File: config.mk
export PLATFORM = sky130hd
export DESIGN_NAME = rsis_regfile
export DESIGN_NICKNAME = d
export VERILOG_FILES = /design/src/hdl/risc_subset_instruction_step_assert.svh /design/src/hdl/rsis_pkg.sv /design/src/hdl/rsis_ram.sv /design/src/hdl/rsis_regfile.sv
export SDC_FILE = /design/constraint.sdc
export NUM_CORES = 1
export LEC_CHECK = 0
export BUFFER_PORTS_ARGS = -buffer_cell sky130_fd_sc_hd__buf_2
export CAP_MARGIN = 15
export CORE_MARGIN = 2
export CORE_UTILIZATION = 55
export DETAILED_ROUTE_END_ITERATION = 6
export GPL_TIMING_DRIVEN = 0
export PLACE_DENSITY = 0.76
export SLEW_MARGIN = 25
export SYNTH_ARGS = -nofsm -noshare
export SYNTH_HDL_FRONTEND = slang
export SYNTH_SLANG_ARGS = --single-unit
File: constraint.sdc
create_clock -name clk -period 1.35 [get_ports clk]
set_input_delay 0.27 -clock clk [delete_from_list [all_inputs] [get_ports clk]]
set_output_delay 0.27 -clock clk [all_outputs]
set_load 0.02 [all_outputs]
File: src/hdl/risc_subset_instruction_step_assert.svh
// Assertion macros for the RTL of the instruction step block.
`ifndef RISC_SUBSET_INSTRUCTION_STEP_ASSERT_SVH
`define RISC_SUBSET_INSTRUCTION_STEP_ASSERT_SVH

// A property that must hold at every clock edge outside reset.
`define RSIS_ASSERT(lbl, prop) \
    lbl: assert property (@(posedge clk) disable iff (!rst_n) (prop)) \
        else $error("rsis: invariant violated");

// A condition that must be followed by a consequence in the next cycle.
`define RSIS_ASSERT_NEXT(lbl, ante, cons) \
    lbl: assert property (@(posedge clk) disable iff (!rst_n) (ante) |=> (cons)) \
        else $error("rsis: sequence violated");

`endif

File: src/hdl/rsis_pkg.sv
// Shared constants, types and helpers of the instruction step block.
package rsis_pkg;

    localparam int MEM_BYTES = 65536;
    localparam int MEM_ROWS  = MEM_BYTES / 4;
    localparam int ROW_W     = $clog2(MEM_ROWS);
    localparam int RF_DEPTH  = 16;
    localparam logic [31:0] FIT_LIMIT = 32'(MEM_BYTES - 4);
    localparam logic [3:0]  REG_PC    = 4'd15;

    typedef enum logic [1:0] {
        KIND_LOAD   = 2'd0,
        KIND_STEP   = 2'd1,
        KIND_REG_RD = 2'd2,
        KIND_MEM_RD = 2'd3
    } kind_t;

    localparam logic [3:0] COND_EQ = 4'd0;
    localparam logic [3:0] COND_NE = 4'd1;
    localparam logic [3:0] COND_GE = 4'd10;
    localparam logic [3:0] COND_LT = 4'd11;
    localparam logic [3:0] COND_GT = 4'd12;
    localparam logic [3:0] COND_LE = 4'd13;
    localparam logic [3:0] COND_AL = 4'd14;

    localparam logic [3:0] OP_AND = 4'd0;
    localparam logic [3:0] OP_EOR = 4'd1;
    localparam logic [3:0] OP_SUB = 4'd2;
    localparam logic [3:0] OP_RSB = 4'd3;
    localparam logic [3:0] OP_ADD = 4'd4;
    localparam logic [3:0] OP_ADC = 4'd5;
    localparam logic [3:0] OP_SBC = 4'd6;
    localparam logic [3:0] OP_RSC = 4'd7;
    localparam logic [3:0] OP_TST = 4'd8;
    localparam logic [3:0] OP_TEQ = 4'd9;
    localparam logic [3:0] OP_CMP = 4'd10;
    localparam logic [3:0] OP_CMN = 4'd11;
    localparam logic [3:0] OP_ORR = 4'd12;
    localparam logic [3:0] OP_MOV = 4'd13;
    localparam logic [3:0] OP_BIC = 4'd14;
    localparam logic [3:0] OP_MVN = 4'd15;

    localparam logic [1:0] SH_LSL = 2'd0;
    localparam logic [1:0] SH_LSR = 2'd1;
    localparam logic [1:0] SH_ASR = 2'd2;
    localparam logic [1:0] SH_ROR = 2'd3;

    // One access to the byte memory; a word at any byte address.
    typedef struct packed {
        logic        en;
        logic        we;
        logic [15:0] addr;
        logic [31:0] wdata;
    } mem_req_t;

    // What the execute stage decides for the current instruction.
    typedef struct packed {
        logic        bad;
        logic        rf_we;
        logic [3:0]  rf_widx;
        logic [31:0] rf_wdata;
        logic        flags_we;
        logic [3:0]  flags_new;
        logic        ld;
        logic        st;
        logic        post;
        logic        oor;
        logic [31:0] acc_addr;
        logic [31:0] post_addr;
    } exec_res_t;

    function automatic logic fits(input logic [31:0] a);
        return a <= FIT_LIMIT;
    endfunction

endpackage

File: src/hdl/rsis_ram.sv
// Generic single-write, single-read RAM with registered read data.
module rsis_ram #(
    parameter int WIDTH = 8,
    parameter int DEPTH = 16
) (
    input  logic                     clk,
    input  logic                     we,
    input  logic [$clog2(DEPTH)-1:0] waddr,
    input  logic [WIDTH-1:0]         wdata,
    input  logic                     re,
    input  logic [$clog2(DEPTH)-1:0] raddr,
    output logic [WIDTH-1:0]         rdata
);

    logic [WIDTH-1:0] mem [DEPTH];

    always_ff @(posedge clk)
    begin
        if (we)
        begin
            mem[waddr] <= wdata;
        end
        if (re)
        begin
            rdata <= mem[raddr];
        end
    end

endmodule

File: src/hdl/rsis_regfile.sv
// Register file r0..r14 in a RAM, with per-entry valid bits for reset.
module rsis_regfile import rsis_pkg::*; (
    input  logic        clk,
    input  logic        rst_n,
    input  logic        re,
    input  logic [3:0]  ridx,
    output logic [31:0] q,
    input  logic        we,
    input  logic [3:0]  widx,
    input  logic [31:0] wdata
);

    logic [RF_DEPTH-1:0] valid_reg;
    logic [RF_DEPTH-1:0] valid_next;
    logic                vq_reg;
    logic [31:0]         ram_q;

    rsis_ram #(.WIDTH(32), .DEPTH(RF_DEPTH)) u_ram (
        .clk   (clk),
        .we    (we),
        .waddr (widx),
        .wdata (wdata),
        .re    (re),
        .raddr (ridx),
        .rdata (ram_q)
    );

    always_comb
    begin
        valid_next = valid_reg;
        if (we)
        begin
            valid_next[widx] = 1'b1;
        end
    end

    always_ff @(posedge clk or negedge rst_n)
    begin
        if (!rst_n)
        begin
            valid_reg <= '0;
        end
        else
        begin
            valid_reg <= valid_next;
        end
    end

    always_ff @(posedge clk)
    begin
        if (re)
        begin
            vq_reg <= valid_reg[ridx];
        end
    end

    // An entry never written reads as its reset value of zero.
    assign q = vq_reg ? ram_q : 32'd0;

endmodule

# --- Yosys cells after proc, flatten, opt, wreduce, memory -nomap -nowiden ---
# Memory sizes are Yosys's and may differ from the RTL's. A register that Yosys moved wholly into a read port is not among the register bits.
# Cells that the tools add are included.
op_classes:
  add_sub_neg: 0
  mul: 0
  n_div: 0
  n_lt_le_gt_ge: 3
  n_eq_ne: 0
  n_shift: 0
  muxes: 7
  n_bitwise: 1
  reduce_logical: 1
ops:
  columns: ["operator", "n"]
  rows:
  - ["$mux W32", 1]
  - ["$or A16 B16 Y16", 1]
  - ["$lt A4 B5 Y1 const B", 2]
  - ["$bmux W1 S4", 1]
  - ["$demux W1 S4", 1]
  - ["$ge A4 B1 Y1 const B", 1]
  - ["$mux W1", 4]
  - ["$logic_and A1 B1 Y1", 1]
totals:
  regBits: 17
  latchBits: 0
  mem_bits_rw: 512
  mem_bits_ro: 0
  inputBits: 44
  out_inout_bits: 32
  word_cells: 15
  mem_count: 1
memory_table:
  columns: ["name", "words", "width", "rd", "rd_clocked_by_memory_dff", "write_ports", "line", "text"]
  rows:
  - ["u_ram.mem", 16, 32, 1, 1, 1, "rsis_ram.sv:15", "logic [WIDTH-1:0] mem [DEPTH];"]

# --- Logic depth before layout (Yosys ltp) ---
logic_depth:
  word_depth: 5
  ltp_mapped: 6
  depth_no_buf: 3

# --- Cells and area by module ---
# From an unflattened synthesis, not the netlist that was laid out.
hier_totals:
  hier_cells: 927
  area_unflattened_um2: 21142.8
by_module_without_submodules:
  columns: ["module", "n_inst", "cells_each", "area_each_um2", "seq_area_each_um2"]
  rows:
  - ["rsis_ram", 1, 838, 20174.3, 16335.7]
  - ["rsis_regfile", 1, 89, 968.4, 430.4]

# --- Least setup slack after synthesis ---
# OpenSTA, ideal clock, no wires.
synth_path:
  kind: "input -> register"
  start: "input widx[2]"
  end: "memory u_ram.mem[0][0], enable pin"
  setup_ns: 0.463
  arrival_time_ns: 3.018
  required_time_ns: 0.887
  slack_ns: -2.131
  cell_stages: 2
  path_buffers: 0
  cell_sequence: "or3b_2 -> nor3_1"
synth_rtl:
  columns: ["item", "line", "text"]
  rows:
  - ["start, declared", "rsis_regfile.sv:9", "input logic [3:0] widx,"]
  - ["end, declared", "rsis_ram.sv:15", null]
# No word-level cell before the write port.

# --- Worst setup path after layout ---
layout_path:
  start: "register vq_reg"
  end: "output q[11]"
layout_between:
  elab_chain_len: 1
layout_lines:
  columns: ["item", "line", "text"]
  rows:
  - ["start, declared", "rsis_regfile.sv:15", "logic vq_reg;"]
  - ["start signal, assigned", "rsis_regfile.sv:53", "vq_reg <= valid_reg[ridx];"]
  - ["$mux W32", "rsis_regfile.sv:58", "assign q = vq_reg ? ram_q : 32'd0;"]
  - ["end, declared", "rsis_regfile.sv:7", "output logic [31:0] q,"]
# Every way passes these cells.

==> key figures <==
Layout
  • Area growth from synthesis to layout: 20.1%
  • Share of layout cells above drive strength 1: 0.421
  • Number of flip-flops in the largest register: 512
  • Flip-flop and latch area: around 0.017 mm2
  • Number of fillers in the final layout: approximately 2300
  • Final Non-Filler Cells: 1649
  • Nets: approximately 1100
  • Area of the multi-input gates: approximately 0.0045 mm2

Outcome
  • Failing checks: setup timing
  • Status: finished with violations

Drt
  • DRT Pass-1 Iters: 5
  • Final ANT Viol Nets: 0
  • DR vias: 10400
  • Via density: approximately 6.3
  • Initial DRC count: 1217
  • Routed wire length: roughly 48000 um
  • Routed wire per std cell: about 29 um
  • Residual DRC: 0

Clocking
  • CTS tree: yes
  • Clock Tree Root: clkbuf_16
  • Clk_lat worst skew: a little under 0.6 ns
  • CTS Buf Count: 54
  • Clock Pin Slew Worst Setup and Hold Paths: roughly 0.060 ns
  • Sinks on Clock Net: 561
  • Bufs on Longest Clock Path: 3
  • Max H-tree Level: 2

STA
  • Slew margin rel.: 0.576
  • Fin worst setup slack: -0.509 ns
  • Final setup TNS: -16.24 ns
  • Count of final hold-check violations: 0
  • FMAX: 0.538 GHz
  • Measured slew at the worst slew-check pin: about 0.64 ns
  • Final Max Tran Viols: 0
  • Hold_ws: around 0.045 ns
  • Clock Skew: 0.00862 ns
  • Minimum clock period: about 1.9 ns
  • RSZ-0062 raised after global routing: yes
  • Period Utilization, post-route: 1.38
  • Final setup viols: 60

Critical path
  • Worst EP required: around 1.1 ns
  • CP startpoint kind: register
  • Reg2reg start: u_ram.mem[2][27]
  • WS Path Type: reg2out
  • FF-to-FF End: u_ram.rdata[27]
  • R2R depth: 3
  • Critical Path Fanout Max: 5
  • Worst setup EP type: primary output
  • CP Data Arrival Time: 1.59 ns
  • Flop-to-flop setup slack: -0.11 ns

Die
  • FP Rows: 71
  • Die Y: roughly 200 um
  • Die X: approximately 200 um
  • Die area: 0.0401 mm2
  • Starting Density: 0.560
  • Core area: 0.0378 mm2
  • # IOs: 76

Place
  • Worst slack, placed: -0.867 ns
  • RD Place Congestion: 0.699
  • Port bufs: between 70 and 80
  • Post-DP HPWL: about 29000 um
  • Placed Cells: around 1500

Power
  • Total power after layout: ~37 mW
  • Leak Pwr: approximately 8.3 nW
  • Areal power density over the cells: 1450 mW/mm2
  • Worst IR drop on VDD: approximately 0.0011 V

Global routing
  • Initial antenna violation count: 2
  • Pin count of the biggest net entering global routing: 34
  • GRT Util Overall: 0.243
  • Gr ovfl total: 0
  • First-pass GRT wire length: around 70000 um
  • Vias in the first global route: about 11000

Synthesis
  • Cell count after synthesis: slightly above 900
  • Yosys warning count: 0
  • Post-synth cell types: 21
  • Synthesized Nets: 959
  • Flops & latches, synth: ~560
  • Top cell type's share of synthesized area: 0.772
  • Cell Area, Synth: roughly 0.021 mm2
  • Top cells by area, synth: edfxtp_1 (77%), mux4_2 (12%), mux4_1 (2.4%), a22oi_1 (2.3%), dfrtp_1 (1.9%)
  • Seq/Total Area, Yosys: 0.791
  • Post-synth top area cell: edfxtp_1
  • Mean post-synth cell area: between 20 and 25 um2

Hold path
  • Hold Path Cell Cnt: 1
  • Tightest Hold Check Type: in2reg
  • Worst hold path startpoint: wdata[26]
  • Worst Hold Path EP: u_ram.mem[12][26]

Run
  • Max cap viols: 0
timing repair:
action / 4_1_cts / 5_1_grt
hold buffers: 1 / 0
pin swaps: 73 / 12
buffers inserted: 19 / 0
endpoints found under the setup margin: 244 / 65
endpoints found under the hold margin: 16 / 0
gates resized for setup: 111 / 47
cloned: 2 / 0
power by group:
part / switching [mW] / total (mW) / internal, mW
combinational: 1.44 / 2.62 / 1.18
clock: 6.14 / 14.5 / 8.40
sequential: 0.144 / 19.8 / 19.6
total: 7.73 / 36.9 / 29.2
area by class of cell:
type,instances,area share
clock inverter,19,0.00634
sequential,561,0.659
tap,511,0.0251
buffer,48,0.0178
multi-input combinational,306,0.177
antenna,1,0.0000983
clock buffer,77,0.0602
timing repair buffer,126,0.0546
per-stage QoR:
stage | cell area, um2 | util
2_1_floorplan | 21300 | -
3_3_place_gp | 22300 | 0.590
3_5_place_dp | 23000 | 0.609
4_1_cts | 25300 | 0.669
5_1_grt | 25400 | 0.672
6_report | 25500 | 0.673
cells by family (layout without fill, tap and decap cells):
logic type             Yosys count  after routing  synth area share
flip-flops                     561            561             0.791
multiplexers                   132            132             0.144
AND/OR/NAND/NOR                108            108            0.0263
AO/OA/AOI/OAI                   66             66            0.0234
buffers and inverters           48            270            0.0156
other                            0              1                 0
worst max path at each step:
stage | start | to | slack [ns] | cells after the start
4_1_cts | vq_reg | q[13] | -0.61 | 5
5_1_grt | vq_reg | q[9] | -0.55 | 4
6_report | vq_reg | q[11] | -0.51 | 4
3_5_place_dp | widx[2] | u_ram.mem[0][2] | -0.87 | 5
2_1_floorplan | widx[2] | u_ram.mem[0][0] | -0.64 | 2
3_3_place_gp | widx[2] | u_ram.mem[8][3] | -1.67 | 3
layer usage:
metal	vias up	global-route usage	share of wire
met4	4	0.0624	0.022
met5	-	0	0.00063
li1	4216	-	-
met1	5504	0.353	0.40
met2	557	0.383	0.49
met3	84	0.0503	0.092
worst max-delay path, cell delays in order (launching register included):
cell and delay (ns):
edfxtp_1 0.40, buf_6 0.16, buf_8 0.14, and2_4 0.16, buf_6 0.13
cells in the mapped netlist:
cell type / n
mux4_2: 113
nor2_1: 13
nor2b_1: 2
nand3b_1: 2
or2_2: 16
buf_2: 12
mux4_1: 19
edfxtp_1: 545
nand2b_1: 2
buf_6: 2
and2_1: 33
clkbuf_1: 23
buf_1: 3
nand2_1: 34
buf_12: 6
or3b_2: 1
nor3_1: 4
buf_8: 2
a22oi_1: 66
nand3_1: 1
dfrtp_1: 16
placed cells by master, fill, tap and decap left out, drive strengths merged:
master | synthesis | final
edfxtp | 545 | 545
buf | 25 | 152
mux4 | 132 | 132
clkbuf | 23 | 98
a22oi | 66 | 66
nand2 | 34 | 34
and2 | 33 | 33
or2 | 16 | 16
dfrtp | 16 | 16
clkinv | 0 | 15
nor2 | 13 | 13
nor3 | 4 | 4
bufinv | 0 | 3
nor2b | 2 | 2
nand3b | 2 | 2
nand2b | 2 | 2
diode | 0 | 1
nand3 | 1 | 1
or3b | 1 | 1
inv | 0 | 1
dlygate4sd3 | 0 | 1
Power figures use the tool's default switching activity.
