===== src/hdl/risc_subset_instruction_step_assert.svh =====
// Assertion macros for the RTL of the instruction step block.
`ifndef RISC_SUBSET_INSTRUCTION_STEP_ASSERT_SVH
`define RISC_SUBSET_INSTRUCTION_STEP_ASSERT_SVH

// A property that must hold at every clock edge outside reset.
`define RSIS_ASSERT(lbl, prop) \
    lbl: assert property (@(posedge clk) disable iff (!rst_n) (prop)) \
        else $error("rsis: invariant violated");

// A condition that must be followed by a consequence in the next cycle.
`define RSIS_ASSERT_NEXT(lbl, ante, cons) \
    lbl: assert property (@(posedge clk) disable iff (!rst_n) (ante) |=> (cons)) \
        else $error("rsis: sequence violated");

`endif


===== src/hdl/rsis_pkg.sv =====
// Shared constants, types and helpers of the instruction step block.
package rsis_pkg;

    localparam int MEM_BYTES = 65536;
    localparam int MEM_ROWS  = MEM_BYTES / 4;
    localparam int ROW_W     = $clog2(MEM_ROWS);
    localparam int RF_DEPTH  = 16;
    localparam logic [31:0] FIT_LIMIT = 32'(MEM_BYTES - 4);
    localparam logic [3:0]  REG_PC    = 4'd15;

    typedef enum logic [1:0] {
        KIND_LOAD   = 2'd0,
        KIND_STEP   = 2'd1,
        KIND_REG_RD = 2'd2,
        KIND_MEM_RD = 2'd3
    } kind_t;

    localparam logic [3:0] COND_EQ = 4'd0;
    localparam logic [3:0] COND_NE = 4'd1;
    localparam logic [3:0] COND_GE = 4'd10;
    localparam logic [3:0] COND_LT = 4'd11;
    localparam logic [3:0] COND_GT = 4'd12;
    localparam logic [3:0] COND_LE = 4'd13;
    localparam logic [3:0] COND_AL = 4'd14;

    localparam logic [3:0] OP_AND = 4'd0;
    localparam logic [3:0] OP_EOR = 4'd1;
    localparam logic [3:0] OP_SUB = 4'd2;
    localparam logic [3:0] OP_RSB = 4'd3;
    localparam logic [3:0] OP_ADD = 4'd4;
    localparam logic [3:0] OP_ADC = 4'd5;
    localparam logic [3:0] OP_SBC = 4'd6;
    localparam logic [3:0] OP_RSC = 4'd7;
    localparam logic [3:0] OP_TST = 4'd8;
    localparam logic [3:0] OP_TEQ = 4'd9;
    localparam logic [3:0] OP_CMP = 4'd10;
    localparam logic [3:0] OP_CMN = 4'd11;
    localparam logic [3:0] OP_ORR = 4'd12;
    localparam logic [3:0] OP_MOV = 4'd13;
    localparam logic [3:0] OP_BIC = 4'd14;
    localparam logic [3:0] OP_MVN = 4'd15;

    localparam logic [1:0] SH_LSL = 2'd0;
    localparam logic [1:0] SH_LSR = 2'd1;
    localparam logic [1:0] SH_ASR = 2'd2;
    localparam logic [1:0] SH_ROR = 2'd3;

    // One access to the byte memory; a word at any byte address.
    typedef struct packed {
        logic        en;
        logic        we;
        logic [15:0] addr;
        logic [31:0] wdata;
    } mem_req_t;

    // What the execute stage decides for the current instruction.
    typedef struct packed {
        logic        bad;
        logic        rf_we;
        logic [3:0]  rf_widx;
        logic [31:0] rf_wdata;
        logic        flags_we;
        logic [3:0]  flags_new;
        logic        ld;
        logic        st;
        logic        post;
        logic        oor;
        logic [31:0] acc_addr;
        logic [31:0] post_addr;
    } exec_res_t;

    function automatic logic fits(input logic [31:0] a);
        return a <= FIT_LIMIT;
    endfunction

endpackage


===== src/hdl/rsis_exec.sv =====
// Operand shifter and multiplier stage, then the execute decision logic.
module rsis_exec import rsis_pkg::*; (
    input  logic        clk,
    input  logic        ops_en,
    input  logic [31:0] ir,
    input  logic [31:0] rm_val,
    input  logic [31:0] rs_val,
    input  logic [31:0] rn_val,
    input  logic [31:0] rd_val,
    input  logic [31:0] cur_pc,
    input  logic [3:0]  flags,
    output exec_res_t   res
);

    logic [31:0] opb_reg;
    logic        opcy_reg;
    logic [31:0] prod_reg;

    logic        cy_in;
    logic [32:0] regop;
    logic [32:0] immop;
    logic [32:0] opnd;
    logic [4:0]  rot;
    logic [63:0] imm_dbl;
    logic [4:0]  amt5;

    logic [3:0]  op;
    logic        is_mul;
    logic        cond_ok;
    logic [31:0] mul_res;
    logic [31:0] alu_res;
    logic        alu_cy;
    logic [32:0] add_sum;
    logic [31:0] xaddr;
    logic [31:0] acc;
    logic [31:0] target;

    // Returns {carry, result}; amt is at least one.
    function automatic logic [32:0] barrel(input logic [1:0] typ, input logic [7:0] amt,
                                           input logic [31:0] v);
        logic [32:0] t;
        logic [63:0] d;
        logic [4:0]  a;
        a = amt[4:0];
        t = '0;
        d = '0;
        case (typ)
            SH_LSL:
            begin
                if (amt < 8'd32)
                begin
                    t = {1'b0, v} << a;
                end
                else
                begin
                    t = {(amt == 8'd32) ? v[0] : 1'b0, 32'd0};
                end
            end
            SH_LSR:
            begin
                if (amt < 8'd32)
                begin
                    d[32:0] = {v, 1'b0} >> a;
                    t = {d[0], d[32:1]};
                end
                else
                begin
                    t = {(amt == 8'd32) ? v[31] : 1'b0, 32'd0};
                end
            end
            SH_ASR:
            begin
                if (amt < 8'd32)
                begin
                    d[32:0] = 33'($signed({v, 1'b0}) >>> a);
                    t = {d[0], d[32:1]};
                end
                else
                begin
                    t = {v[31], {32{v[31]}}};
                end
            end
            default:
            begin
                if (a == 5'd0)
                begin
                    t = {v[31], v};
                end
                else
                begin
                    d = {v, v} >> a;
                    t = {d[31], d[31:0]};
                end
            end
        endcase
        return t;
    endfunction

    // Shifter operand and carry.
    always_comb
    begin
        cy_in = ir[26] ? 1'b0 : flags[1];
        amt5  = ir[11:7];
        if (ir[4])
        begin
            if (ir[7] || rs_val[7:0] == 8'd0)
            begin
                regop = {cy_in, rm_val};
            end
            else
            begin
                regop = barrel(ir[6:5], rs_val[7:0], rm_val);
            end
        end
        else if (amt5 == 5'd0)
        begin
            case (ir[6:5])
                SH_LSL:  regop = {cy_in, rm_val};
                SH_ROR:  regop = {rm_val[0], cy_in, rm_val[31:1]};
                default: regop = barrel(ir[6:5], 8'd32, rm_val);
            endcase
        end
        else
        begin
            regop = barrel(ir[6:5], {3'd0, amt5}, rm_val);
        end

        rot     = {ir[11:8], 1'b0};
        imm_dbl = {24'd0, ir[7:0], 24'd0, ir[7:0]} >> rot;
        if (rot == 5'd0)
        begin
            immop = {cy_in, 24'd0, ir[7:0]};
        end
        else
        begin
            immop = {imm_dbl[31], imm_dbl[31:0]};
        end

        if (ir[26])
        begin
            opnd = ir[25] ? regop : {cy_in, 20'd0, ir[11:0]};
        end
        else
        begin
            opnd = ir[25] ? immop : regop;
        end
    end

    always_ff @(posedge clk)
    begin
        if (ops_en)
        begin
            opb_reg  <= opnd[31:0];
            opcy_reg <= opnd[32];
            prod_reg <= rm_val * rs_val;
        end
    end

    always_comb
    begin
        case (ir[31:28])
            COND_EQ: cond_ok = flags[2];
            COND_NE: cond_ok = !flags[2];
            COND_GE: cond_ok = flags[3] == flags[0];
            COND_LT: cond_ok = flags[3] != flags[0];
            COND_GT: cond_ok = !flags[2] && (flags[3] == flags[0]);
            COND_LE: cond_ok = flags[2] || (flags[3] != flags[0]);
            COND_AL: cond_ok = 1'b1;
            default: cond_ok = 1'b0;
        endcase
    end

    always_comb
    begin
        op      = ir[24:21];
        is_mul  = (ir[27:26] == 2'b00) && (ir[25:22] == 4'd0) && (ir[7:4] == 4'b1001);
        mul_res = prod_reg + (ir[21] ? rd_val : 32'd0);
        add_sum = {1'b0, rn_val} + {1'b0, opb_reg};
        alu_cy  = opcy_reg;
        case (op)
            OP_AND, OP_TST: alu_res = rn_val & opb_reg;
            OP_EOR, OP_TEQ: alu_res = rn_val ^ opb_reg;
            OP_SUB, OP_CMP:
            begin
                alu_res = rn_val - opb_reg;
                alu_cy  = rn_val >= opb_reg;
            end
            OP_RSB:
            begin
                alu_res = opb_reg - rn_val;
                alu_cy  = opb_reg >= rn_val;
            end
            OP_ADD:
            begin
                alu_res = add_sum[31:0];
                alu_cy  = add_sum[32];
            end
            OP_ORR:  alu_res = rn_val | opb_reg;
            default: alu_res = opb_reg;
        endcase
        xaddr  = ir[23] ? rn_val + opb_reg : rn_val - opb_reg;
        acc    = ir[24] ? xaddr : rn_val;
        target = cur_pc + {{6{ir[23]}}, ir[23:0], 2'b00} + 32'd8;

        res = '0;
        case (ir[27:26])
            2'b00:
            begin
                if (is_mul)
                begin
                    if (cond_ok)
                    begin
                        res.rf_we     = 1'b1;
                        res.rf_widx   = ir[19:16];
                        res.rf_wdata  = mul_res;
                        res.flags_we  = ir[20];
                        res.flags_new = {mul_res[31], mul_res == 32'd0, flags[1], flags[0]};
                    end
                end
                else if (op inside {OP_ADC, OP_SBC, OP_RSC, OP_CMN, OP_BIC, OP_MVN})
                begin
                    res.bad = 1'b1;
                end
                else if (cond_ok)
                begin
                    res.rf_we     = !(op inside {OP_TST, OP_TEQ, OP_CMP});
                    res.rf_widx   = ir[15:12];
                    res.rf_wdata  = alu_res;
                    res.flags_we  = ir[20];
                    res.flags_new = {alu_res[31], alu_res == 32'd0, alu_cy, flags[0]};
                end
            end
            2'b01:
            begin
                if (ir[22:21] != 2'b00)
                begin
                    res.bad = 1'b1;
                end
                else if (cond_ok)
                begin
                    res.ld        = fits(acc) && ir[20];
                    res.st        = fits(acc) && !ir[20];
                    res.oor       = !fits(acc);
                    res.post      = !ir[24];
                    res.acc_addr  = acc;
                    res.post_addr = xaddr;
                end
            end
            2'b10:
            begin
                if (ir[25:24] != 2'b10)
                begin
                    res.bad = 1'b1;
                end
                else if (cond_ok && target < 32'(MEM_BYTES))
                begin
                    res.rf_we    = 1'b1;
                    res.rf_widx  = REG_PC;
                    res.rf_wdata = target;
                end
            end
            default: res.bad = 1'b1;
        endcase
    end

endmodule


===== config.mk =====
export PLATFORM = sky130hd
export DESIGN_NAME = rsis_exec
export DESIGN_NICKNAME = d
export VERILOG_FILES = /design/src/hdl/risc_subset_instruction_step_assert.svh /design/src/hdl/rsis_pkg.sv /design/src/hdl/rsis_exec.sv
export SDC_FILE = /design/constraint.sdc
export NUM_CORES = 2
export LEC_CHECK = 0
export BUFFER_PORTS_ARGS = -buffer_cell sky130_fd_sc_hd__buf_2
export CORE_AREA = 10 10 229 340
export CTS_CLUSTER_DIAMETER = 100
export CTS_CLUSTER_SIZE = 25
export DETAILED_ROUTE_END_ITERATION = 16
export DIE_AREA = 0 0 239 350
export PLACE_DENSITY = 0.79
export SKIP_LAST_GASP = 1
export SYNTH_ARGS = -nofsm -noshare
export SYNTH_HDL_FRONTEND = slang
export SYNTH_SLANG_ARGS = --single-unit

===== constraint.sdc =====
create_clock -name clk -period 11.45 [get_ports clk]
set_clock_uncertainty 0.05 [all_clocks]
set_input_delay 2.29 -clock clk [delete_from_list [all_inputs] [get_ports clk]]
set_output_delay 2.29 -clock clk [all_outputs]
set_load 0.02 [all_outputs]

## Word level (Yosys, flattened, before mapping)

Cells that the tools add are included.

- Register bits after elaboration: 65
- Input port bits: 198
- Output and inout bits: 111
- Logic and storage cells: 128

- $add $sub $neg: 7
- Multipliers: 1
- $lt $le $gt $ge: 5
- Eq/ne operators: 30
- Shift-type cells: 9
- Muxes and demuxes: 40
- Bitwise operators: 3
- Reduce and logical (&&, ||, !) cells: 30

Operators with widths:

| kind | count |
|---|---|
| $mux 33 | 11 |
| $mux 68 | 3 |
| $pmux 33 s3 | 2 |
| $pmux 32 s6 | 1 |
| $mux 42 | 4 |
| $shr 64x5->32 | 2 |
| $add 32x32->32 | 3 |
| $mux 32 | 3 |
| $mux 37 | 2 |
| $pmux 37 s2 | 1 |
| $pmux 33 s2 | 1 |
| $shl 32x5->33 | 2 |
| $shr 33x5->33 | 2 |
| $sshr 33x5->33 | 2 |
| $ge 32x32->1 | 2 |
| $logic_not 32->1 | 2 |
| $pmux 32 s2 | 1 |
| $sub 32x32->32 | 2 |
| $eq 4x4->1 const B | 13 |
| $shr 40x5->32 | 1 |
| $add 32x32->33 | 1 |
| $add 32x4->32 const B | 1 |
| $and 32x32->32 | 1 |
| $le 32x16->1 const B | 1 |
| other kinds (29) | 61 |

## Depth between registers and ports, before layout

- Word-level depth: 8
- Gate-level depth with buffers: 31
- Mapped depth without buffers: 26

## Worst setup path after synthesis

OpenSTA, ideal clock, no wires.

- Kind: input to register
- From: input port rs_val[1]
- To: register prod_reg[29] (data pin)
- Setup time: 262 ps
- Data arrival time: 9739 ps
- Required time: 11138 ps
- Slack: 1398 ps
- Cell stages on the path: 28
- Buffers on the path: 6
- Path through: buf_1 -> clkbuf_1 -> buf_1 -> clkbuf_1 -> clkbuf_1 -> clkbuf_1 -> nand2_1 -> fa_1 -> fa_1 -> fa_1 -> inv_1 -> ha_1 -> ha_1 -> fa_1 -> fa_1 -> ha_1 -> a21o_1 -> a21oi_1 -> inv_1 -> a41oi_1 -> o21ai_0 -> a41oi_1 -> a21oi_1 -> a211oi_1 -> nor2b_1 -> o21ai_0 -> a21oi_1 -> xor2_1

- Cells in the longest elaborated chain, start to end: 1

Ends and longest elaborated chain:

| what | RTL line | source |
|---|---|---|
| from (decl) | rsis_exec.sv:7 | `input logic [31:0] rs_val,` |
| $mul 32x32->32 | rsis_exec.sv:155 | `prod_reg <= rm_val * rs_val;` |
| to (signal assigned) | rsis_exec.sv:155 |  |
| to (decl) | rsis_exec.sv:17 | `logic [31:0] prod_reg;` |

No other way between the ends.
A chain may end at the register's enable or synchronous reset.

==> metrics.csv <==
stage,metric,value,unit
yosys,synth-seq-area-share,0.0458,
sta,timing.hold.ws,2.33,ns
worst_setup_path,path_max_fanout,16,
yosys,synthXorXnorAreaFrac,0.0350,
yosys,ys_ff_latch,65,
global_route,groute.layer.met3.usage,0.161,
clocking,htree_num_levels,3,
clocking,post_cts_buffers,0,
clocking,clock_sinks,65,
yosys,ys_top_cells_by_area,"fa_1, ha_1, and2_1",
min_path,min_path_type,input port to flip-flop,
power,peakVddDrop,0.973,mV
clocking,cts_buffer_depth,2,
worst_setup_path,path_class,input port to output port,
cells_and_area,fin_nets,6613,
yosys,yosys_warnings,0,
yosys,synth_cell_types,95,
cells_and_area,drive_gt1_frac,0.114,
clocking,numCtsBuffers,9,
clocking,clockRootBuffer,clkbuf_16,
place,post-place-ws,1.31,ns
route,drt-initial-drc-count,6481,
yosys,ys_async_sr_fraction,0,
floorplanning,io-pin-count,309,
global_route,grt_pass1_wl,305,mm
route,wl,208,mm
sta,rsz0062_at_grt,no,
yosys,synth_cells,5665,
global_route,antenna_found_initial,24,
flow_run,maxCapViolCount,1,
yosys,netlist.area_leader.share,0.194,
worst_setup_path,cp-end-kind,output port,
clocking,ctsHoldBuffers,0,
cells_and_area,fin_cells,6603,
place,place_area,44600,um^2
yosys,synth_compound_area_frac,0.226,
yosys,synth.area.mux_share,0.0972,
sta,hold_viol_final,0,
yosys,synthAdderAreaFrac,0.295,
global_route,top_usage_layer,met2,
floorplanning,die_x,239,um
sta,setup_viol,0,
worst_setup_path,critPathLaunchType,input port,
global_route,grt_use_met2,0.757,
clocking,cts_tree,yes,
route,remaining_drc_errors,0,
yosys,synth_nets,6619,
place,dp_cells,6568,
route,wire_per_inst,31.5,um
run_status,violations,max-capacitance violations,
worst_setup_path,required,9.11,ns
floorplanning,die_h,350,um
place,numPortBuffers,308,
power,p_leak,20.3,nW
power,total_power,14.1,mW
cells_and_area,syn2layout_area_growth,5.49,%
global_route,first_global_vias,47329,
yosys,ys.flop_type,edfxtp_1,
global_route,grt_max_degree,73,
worst_setup_path,arrival,8.06,ns
floorplanning,die_area,83700,um^2
cells_and_area,utilization,0.625,
yosys,synth_edf_count,65,
floorplanning,core-area,71900,um^2
clocking,cts_resized,0,
route,postRouteAntennaNets,0,
route,avgViaCountPerCell,7.23,
route,vias,47733,
sta,period_needed,10.40,ns
sta,tns,0,ns
sta,fin_ws,1.05,ns
global_route,overflow,0,
cells_and_area,final_area,44900,um^2
sta,tightest_slew,1.48,ns
sta,final_max_slew_viol_count,0,
place,dp_hpwl,159,mm
clocking,clk_pin_slew,0.06,ns
floorplanning,rows,121,
cells_and_area,fillerInstances,6347,
place,gp_congestion,1.26,
power,p_per_area,313,nW/um^2
route,first_pass_iters,11,
sta,finalCritPeriodShare,0.908,
run_status,run_status,"finished, violations left",
global_route,grt_use_met1,0.508,
sta,fmax,96.1,MHz
sta,slew_headroom,0.0130,
yosys,yosys.area.top_type,fa_1,
floorplanning,start_util,0.592,
yosys,synth_top_family_by_area,adder cells,
yosys,syn-cell-area,42600,um^2
yosys,syn_avg_cell_area,7.52,um^2
yosys,yosys.area_share.simple,0.212,
global_route,grtUsageTotal,0.487,
## placed cells by master (no fill, tap or decap), types with 18 or more instances in the layout
cell type	instances
or3_1	25
nor4_1	29
a221oi_1	43
nand2_1	556
nor2b_1	49
ha_1	342
nand4_1	22
a21o_1	75
nor3_1	100
a31oi_1	48
o21a_1	36
buf_2	303
a221o_1	20
fa_1	413
o21bai_1	35
edfxtp_1	65
xor2_1	33
mux2i_1	156
buf_4	121
o31ai_1	35
xnor2_1	137
and3_1	30
o221ai_1	30
and2_1	342
a211oi_1	68
mux4_2	94
nor2_1	558
nand3_1	98
a2111oi_0	22
nand2b_1	28
o211ai_1	62
o21ai_0	304
inv_1	545
o22ai_1	57
a21oi_1	403
or2_2	18
mux2_2	41
a22oi_1	49
## kinds of logic after synthesis
kind of cell / count (synthesis)
and+or+nand+nor: 1907
adders and majority gates: 757
buffers and inverters: 1001
AOI/OAI and AO/OA: 1474
muxes: 291
xor gates and xnor gates: 170
DFF: 65
## path summary, 6_finish.rpt
kind / start / to / slack, ns / cells after the start
worst max-delay path: rn_val[2] / res[67] / 1.05 / 17
worst min-delay path: ir[0] / opb_reg[0] / 2.33 / 3
## worst max-delay path: stages
cell       delay, ns
buf_2           0.14
inv_1           0.08
ha_1            0.70
a21oi_1         0.16
o21ai_0         0.47
a31oi_2         0.14
buf_4           0.20
a221o_1         0.36
a31oi_1         0.45
a221o_1         0.23
o221ai_1        0.24
a2111oi_0       0.98
nand3_1         0.15
nor3_1          0.54
nand4b_1        0.52
nor2_1          0.20
buf_2           0.19
## cell type report
type	count	area [um^2]	area share
antenna	17	42.5	0.000947
timing repair buffer	427	2460	0.0548
inverter	557	2090	0.0465
clock buffer	9	225	0.00501
multi-input combinational	4599	36900	0.822
clock inverter	7	82.6	0.00184
sequential	65	1950	0.0434
tap	922	1150	0.0257
## power by group
group          switching, mW  internal [mW]
clock                  0.127          0.172
sequential            0.0579          0.894
combinational           7.53           5.28
total                   7.72           6.35
## Yosys cell counts, drive strengths merged (57+ instances only)
cell type and instances:
nor3 103, fa 413, nor2 558, and2 343, mux4 94, o21ai 313
inv 552, clkbuf 357, a21oi 404, nand3 98, buf 87, o211ai 62
xnor2 137, nand2 556, mux2i 156, a21o 75, a211oi 70, ha 343
edfxtp 65, o22ai 57
## routing by layer
| layer | routed length [um] | part of all wire | up-vias |
|---|---|---|---|
| li1 | - | - | 19687 |
| met1 | 64200 | 0.31 | 22431 |
| met2 | 90800 | 0.44 | 4140 |
| met3 | 27400 | 0.13 | 1455 |
| met4 | 25400 | 0.12 | 20 |
| met5 | 123 | 0.00059 | - |
Note: power is estimated with default switching activity, not from simulation.
